[config.mk]
export PLATFORM = sky130hd
export DESIGN_NAME = frame_pacer_with_frameskip
export DESIGN_NICKNAME = d
export VERILOG_FILES = /design/src/sv/fpfs_pkg.sv /design/src/sv/frame_pacer_with_frameskip.sv
export VERILOG_INCLUDE_DIRS = /design/src /design/src/sv
export SDC_FILE = /design/constraint.sdc
export NUM_CORES = 1
export LEC_CHECK = 0
export BUFFER_PORTS_ARGS = -buffer_cell sky130_fd_sc_hd__buf_2
export CORE_MARGIN = 2
export CORE_UTILIZATION = 46
export DETAILED_ROUTE_END_ITERATION = 16
export HOLD_SLACK_MARGIN = 0.12
export PLACE_DENSITY = 0.76
export SYNTH_ARGS = -nofsm -noshare
export SYNTH_HDL_FRONTEND = slang
export SYNTH_SLANG_ARGS = --single-unit
[constraint.sdc]
create_clock -name clk -period 8.43 [get_ports clk]
set_input_delay 0.4215 -clock clk [delete_from_list [all_inputs] [get_ports clk]]
set_output_delay 0.4215 -clock clk [all_outputs]
set_load 0.02 [all_outputs]
[src/sv/frame_pacer_with_frameskip_assert.svh]
// ----------------------------------------------------------------------------
// Assertion macros for the frame pacer
// Concurrent checks that compile away when SYNTH is defined.
// ----------------------------------------------------------------------------
`ifndef FRAME_PACER_WITH_FRAMESKIP_ASSERT_SVH
`define FRAME_PACER_WITH_FRAMESKIP_ASSERT_SVH

`ifndef SYNTH
`define FPFS_ASSERT_IMP(label, clk, rst_n, ante, cons, msg) \
    label: assert property (@(posedge clk) disable iff (!rst_n) (ante) |-> (cons)) \
        else $error(msg);
`define FPFS_ASSERT_NXT(label, clk, rst_n, ante, cons, msg) \
    label: assert property (@(posedge clk) disable iff (!rst_n) (ante) |=> (cons)) \
        else $error(msg);
`else
`define FPFS_ASSERT_IMP(label, clk, rst_n, ante, cons, msg)
`define FPFS_ASSERT_NXT(label, clk, rst_n, ante, cons, msg)
`endif

`endif

[src/sv/fpfs_pkg.sv]
`timescale 1ns / 1ps
// ----------------------------------------------------------------------------
// fpfs_pkg
// Types and constants of the frame pacer with frameskip.
// ----------------------------------------------------------------------------
package fpfs_pkg;

    typedef logic [1:0] cmd_t;
    typedef logic [1:0] wait_kind_t;

    localparam cmd_t CMD_RESTART    = 2'd0;
    localparam cmd_t CMD_FRAME_END  = 2'd1;
    localparam cmd_t CMD_VSYNC_DONE = 2'd2;

    localparam wait_kind_t WAIT_NONE  = 2'd0;
    localparam wait_kind_t WAIT_TIME  = 2'd1;
    localparam wait_kind_t WAIT_VSYNC = 2'd2;

    localparam int unsigned PERIOD_PAL   = 19997;
    localparam int unsigned PERIOD_NTSC  = 16639;
    localparam int unsigned RESYNC_LIMIT = 92 * 1024;
    localparam int unsigned EARLY_MARGIN = 5000;

    localparam int MAX_AUTO_SKIP_DEFAULT = 6;
    localparam int TIME_BITS_DEFAULT     = 32;

    localparam int SKIP_RUN_BITS = 4;
    localparam int APB_ADDR_BITS = 4;
    localparam int APB_DATA_BITS = 32;
    localparam int FIXED_SKIP_BITS = 5;

    typedef logic [APB_ADDR_BITS-1:0] apb_addr_t;
    typedef logic [APB_DATA_BITS-1:0] apb_data_t;

    localparam logic [1:0] REG_PAL_MODE   = 2'd0;
    localparam logic [1:0] REG_FIXED_SKIP = 2'd1;
    localparam logic [1:0] REG_VSYNC_MODE = 2'd2;

endpackage

[src/sv/frame_pacer_with_frameskip.sv]
// An accepted item's result is registered in the output register at the accept
// edge. Throughput: one item per cycle; the pacing state updates at that edge,
// so the next item sees it at once. The output register stalls input only
// when full and not taken. rst_n clears the pacing state and output valid and
// resets the configuration registers; no clearing pass.
`timescale 1ns / 1ps
// ----------------------------------------------------------------------------
// frame_pacer_with_frameskip
// Frame pacer: per command, decides frameskip and the wait kind and target.
// ----------------------------------------------------------------------------
module frame_pacer_with_frameskip
#(
    parameter int MAX_AUTO_SKIP = fpfs_pkg::MAX_AUTO_SKIP_DEFAULT,
    parameter int TIME_BITS     = fpfs_pkg::TIME_BITS_DEFAULT
)
(
    input  logic                 clk,
    input  logic                 rst_n,
    input  logic                 psel,
    input  logic                 penable,
    input  logic                 pwrite,
    input  fpfs_pkg::apb_addr_t  paddr,
    input  fpfs_pkg::apb_data_t  pwdata,
    output fpfs_pkg::apb_data_t  prdata,
    output logic                 pready,
    input  logic                 cmd_valid,
    output logic                 cmd_ready,
    input  fpfs_pkg::cmd_t       command,
    input  logic [31:0]          now_us,
    output logic                 res_valid,
    input  logic                 res_ready,
    output logic                 skip_frame,
    output fpfs_pkg::wait_kind_t wait_kind,
    output logic [31:0]          wait_until_us
);
    import fpfs_pkg::*;

    `include "frame_pacer_with_frameskip_assert.svh"

    typedef logic [TIME_BITS-1:0] time_t;

    logic                       pal_mode_reg;
    logic [FIXED_SKIP_BITS-1:0] fixed_skip_reg;
    logic                       vsync_mode_reg;
    logic                       cfg_write;

    time_t                      ref_time_reg;
    time_t                      ref_time_next;
    logic [SKIP_RUN_BITS-1:0]   skip_run_reg;
    logic [SKIP_RUN_BITS-1:0]   skip_run_next;

    logic                       res_valid_reg;
    logic                       skip_frame_reg;
    logic                       skip_frame_next;
    wait_kind_t                 wait_kind_reg;
    wait_kind_t                 wait_kind_next;
    logic [31:0]                wait_until_reg;
    logic [31:0]                wait_until_next;

    logic                       accept;
    time_t                      now_t;
    time_t                      period_t;
    time_t                      aim;
    time_t                      diff;
    logic                       late_neg;
    logic                       auto_skip;
    logic                       behind;

    // configuration port
    assign pready    = 1'b1;
    assign cfg_write = psel && penable && pwrite;

    always_ff @(posedge clk or negedge rst_n)
    begin
        if (!rst_n)
        begin
            pal_mode_reg   <= 1'b0;
            fixed_skip_reg <= '1;
            vsync_mode_reg <= 1'b0;
        end
        else if (cfg_write)
        begin
            case (paddr[3:2])
                REG_PAL_MODE:   pal_mode_reg   <= pwdata[0];
                REG_FIXED_SKIP: fixed_skip_reg <= pwdata[FIXED_SKIP_BITS-1:0];
                REG_VSYNC_MODE: vsync_mode_reg <= pwdata[0];
                default:        ;
            endcase
        end
    end

    always_comb
    begin
        case (paddr[3:2])
            REG_PAL_MODE:   prdata = APB_DATA_BITS'(pal_mode_reg);
            REG_FIXED_SKIP: prdata = APB_DATA_BITS'(signed'(fixed_skip_reg));
            REG_VSYNC_MODE: prdata = APB_DATA_BITS'(vsync_mode_reg);
            default:        prdata = '0;
        endcase
    end

    // item handshake
    assign cmd_ready = !res_valid_reg || res_ready;
    assign accept    = cmd_valid && cmd_ready;

    // frame-end arithmetic
    assign now_t     = TIME_BITS'(now_us);
    assign period_t  = pal_mode_reg ? TIME_BITS'(PERIOD_PAL) : TIME_BITS'(PERIOD_NTSC);
    assign aim       = ref_time_reg + period_t;
    assign diff      = now_t - aim;
    assign late_neg  = diff[TIME_BITS-1];
    assign auto_skip = fixed_skip_reg[FIXED_SKIP_BITS-1];
    assign behind    = auto_skip && !late_neg && (diff >= period_t);

    always_comb
    begin
        ref_time_next   = ref_time_reg;
        skip_run_next   = skip_run_reg;
        skip_frame_next = 1'b0;
        wait_kind_next  = WAIT_NONE;
        wait_until_next = '0;
        case (command)
            CMD_RESTART:
            begin
                skip_run_next = '0;
                ref_time_next = now_t - period_t;
            end
            CMD_VSYNC_DONE:
            begin
                ref_time_next = now_t;
            end
            CMD_FRAME_END:
            begin
                if (!auto_skip)
                begin
                    if (skip_run_reg >= fixed_skip_reg[SKIP_RUN_BITS-1:0])
                        skip_run_next = '0;
                    else
                    begin
                        skip_run_next   = skip_run_reg + 1'b1;
                        skip_frame_next = 1'b1;
                    end
                end
                else if (behind)
                begin
                    if (skip_run_reg < SKIP_RUN_BITS'(MAX_AUTO_SKIP))
                    begin
                        skip_run_next   = skip_run_reg + 1'b1;
                        skip_frame_next = 1'b1;
                    end
                    else
                        skip_run_next = '0;
                end
                else
                    skip_run_next = '0;

                if (behind)
                    ref_time_next = (diff < TIME_BITS'(RESYNC_LIMIT)) ? aim : now_t;
                else if (late_neg && vsync_mode_reg)
                begin
                    // reference waits for the vsync done report
                    wait_kind_next  = WAIT_VSYNC;
                    wait_until_next = 32'(aim - TIME_BITS'(EARLY_MARGIN));
                end
                else if (late_neg)
                begin
                    ref_time_next   = aim;
                    wait_kind_next  = WAIT_TIME;
                    wait_until_next = 32'(aim);
                end
                else
                    ref_time_next = aim;
            end
            default: ;
        endcase
    end

    always_ff @(posedge clk or negedge rst_n)
    begin
        if (!rst_n)
        begin
            ref_time_reg  <= '0;
            skip_run_reg  <= '0;
            res_valid_reg <= 1'b0;
        end
        else
        begin
            if (accept)
            begin
                ref_time_reg  <= ref_time_next;
                skip_run_reg  <= skip_run_next;
                res_valid_reg <= 1'b1;
            end
            else if (res_ready)
                res_valid_reg <= 1'b0;
        end
    end

    always_ff @(posedge clk)
    begin
        if (accept)
        begin
            skip_frame_reg <= skip_frame_next;
            wait_kind_reg  <= wait_kind_next;
            wait_until_reg <= wait_until_next;
        end
    end

    assign res_valid     = res_valid_reg;
    assign skip_frame    = skip_frame_reg;
    assign wait_kind     = wait_kind_reg;
    assign wait_until_us = wait_until_reg;

    `FPFS_ASSERT_IMP(a_no_wait_zero_time, clk, rst_n, res_valid && wait_kind == WAIT_NONE, wait_until_us == 32'd0, "wait target set without a wait")
    `FPFS_ASSERT_NXT(a_non_frame_quiet, clk, rst_n, accept && command != CMD_FRAME_END, !skip_frame && wait_kind == WAIT_NONE, "non frame-end item gave a skip or wait")
    `FPFS_ASSERT_NXT(a_restart_clears_run, clk, rst_n, accept && command == CMD_RESTART, skip_run_reg == '0, "restart left a skip run")

endmodule
==> flow_metrics.tcl <==
set metrics [dict create \
    ios 147 \
    grt_max_degree 59 \
    rows 50 \
    critPathSlowestCell "nand3_2" \
    routedWlPerCell_microns 17.7 \
    stdcell_count 1376 \
    drtIter0Drc 568 \
    synth_top_area_cell "edfxtp_1" \
    cts_tree "done" \
    holdWs_ns 0.172 \
    clock_skew_ns 0.0123 \
    async_reset_ff_frac 0.557 \
    grt_pass1_wl_mm 39.5 \
    path_clk_slew_ns 0.07 \
    fin_crit_ns 6.86 \
    netlist_area_sq_um 8670 \
    root_buffer "clkbuf_16" \
    seq_area_frac_synth 0.249 \
    max-vdd-ir-drop_mv 0.143 \
    insertedDiodeCount 0 \
    total_power_uw 3970 \
    die_w_microns 141 \
    min_path_type "in -> async" \
    routed_wl_mm 24.4 \
    synth.distinct_cells 87 \
    slowest_delay_ns 0.61 \
    maxSlewHeadroom 0.438 \
    postCtsHoldBufs 0 \
    cp_max_fo 26 \
    htree_levels 3 \
    viasPerCell 6.01 \
    ys.flop_type "dfrtp_1" \
    firstDrtPassIters 6 \
    synth_fp_nets 1200 \
    antenna_found_initial 0 \
    status "completed" \
    slew_viol_final 0 \
    clock.fmax_ghz 0.146 \
    crit_type "reg -> reg" \
    synth.area.top_cells "edfxtp_1 12%, dfrtp_1 11%, ha_1 7.8%, xnor2_1 6.8%, nor2_1 6.1%" \
    worst-path-buf-inv 3 \
    leakage_uw 0.00401 \
    antenna_left 0 \
    floorplan.initialDensity 0.467 \
    grt_use_total 0.248 \
    start_kind "flip-flop" \
    fin_setup_tns_ns 0 \
    core_area_sq_um 18600 \
    cpLargestDelayFamily "compound AO/OA/AOI/OAI gates" \
    pwr_density_cell_nw_per_um2 417 \
    gp_congestion 0.992 \
    grt_pass1_vias 7643 \
    clk_path_buf_depth 2 \
    clock-sinks 79 \
    worst_pin_slew_ns 0.843 \
    clk_latency_ns 0.35 \
    ys_seq_elements 79 \
    synth-edff-count 35 \
    die_h_microns 141 \
    drive_gt1_frac 0.178 \
    synth_top_area_share 0.121 \
    syn_inst 1066 \
    worstSetupEndpointType "flip-flop" \
    die_area_sq_um 20000 \
    post-route-drc-count 0 \
    cap_violations 0 \
    finalCritPeriodShare 0.813 \
    dp_hpwl_mm 18.4 \
    rsz0062_at_grt "false" \
    setup_viol 0 \
    cts_buffers 9 \
    placed_cells 1360 \
    finalHoldViolCount 0 \
    fin_nets 1271 \
    arrival_ns 7.05 \
    grt_overflow 0 \
    io_buffers 116 \
    ys_warn_count 0 \
    vias 8274 \
    postCtsSetupRepairBufs 0 \
    area_growth_pct 10.0 \
    avgSynthCellArea_sq_um 8.14 \
    required_ns 8.63 \
    cts_resized 0 \
]
==> logic make-up after synthesis <==
| logic type | after synthesis | share of synthesized area |
|---|---|---|
| DFF | 79 | 0.249 |
| adders and majority gates | 63 | 0.0917 |
| AOI/OAI and AO/OA | 261 | 0.223 |
| and+or+nand+nor | 429 | 0.242 |
| other | 1 | 0.000432 |
| buffers and inverters | 117 | 0.0687 |
| muxes | 8 | 0.00995 |
| xor gates and xnor gates | 108 | 0.114 |
==> per-stage QoR <==
step | instance area, sq um | util | setup WS, ns
3_3_place_gp | 9250 | 0.498 | 1.79
6_report | 9540 | 0.513 | 1.57
4_1_cts | 9540 | 0.513 | 1.72
3_5_place_dp | 9250 | 0.498 | 1.73
2_1_floorplan | 8670 | - | 2.44
5_1_grt | 9540 | 0.513 | 1.18
==> Yosys cell counts, drive strengths merged, types with 4 or more instances <==
cell type  count
or2            7
o21bai         6
a21boi         4
xor2          39
nor3b          4
and2          13
mux2           5
o211ai        11
and3           5
nand3b         4
nor3          29
a32oi         26
buf           48
a211oi        35
or3           12
a21o          16
nor2b         11
a21oi         48
o21a          15
nor2         140
o41ai          4
dfstp          5
edfxtp        35
a31oi         12
inv           43
and4           4
maj3           6
nor4          12
dfrtp         39
xnor2         67
ha            54
nand2        107
nand3         30
clkbuf        26
nand2b        12
o31ai          8
nand4         20
nand4b         6
o21ai         44
or4            5
==> cell usage in the layout (no fill, tap or decap), types with 38 or more instances in the layout <==
cell	Yosys	layout
nor2_1	140	140
xnor2_1	67	67
nand2_1	106	106
ha_1	54	54
inv_1	43	43
xor2_1	38	38
dfrtp_1	39	39
a21oi_1	48	48
o21ai_0	39	39
buf_2	11	116
==> path summary, 6_finish.rpt <==
path	slack, ns	to	start	cells after the start
max	1.57	ref_time_reg[7]$_DFFE_PN0P_	pal_mode_reg$_DFFE_PN0P_	25
min	0.17	ref_time_reg[28]$_DFFE_PN0P_	rst_n	2
max reg2reg	1.57	ref_time_reg[7]$_DFFE_PN0P_	pal_mode_reg$_DFFE_PN0P_	25
min reg2reg	0.53	res_valid$_DFFE_PN0P_	res_valid$_DFFE_PN0P_	2
max in group asynchronous	7.84	ref_time_reg[12]$_DFFE_PN0P_	rst_n	2
min in group clk	0.28	res_valid$_DFFE_PN0P_	cmd_valid	2
==> layer usage <==
metal / GRT usage / wire length (microns) / vias up
li1: - / - / 3995
met1: 0.344 / 10900 / 3874
met2: 0.387 / 10700 / 365
met3: 0.0513 / 2260 / 40
met4: 0.0789 / 519 / 0
met5: 0 / 0 / -
==> layout make-up <==
| class | instances | area, sq um |
|---|---|---|
| multi-input combinational | 870 | 5920 |
| clock buffer | 11 | 233 |
| sequential | 79 | 2160 |
| fill | 1751 | 9040 |
| tap | 234 | 293 |
| clock inverter | 5 | 57.6 |
| timing repair buffer | 134 | 716 |
| inverter | 43 | 161 |
==> power by group <==
part / switching (uW) / internal [uW]
clock: 169 / 231
combinational: 1780 / 1160
sequential: 119 / 516
total: 2070 / 1910
No activity file was read; power rests on OpenSTA's default activity.
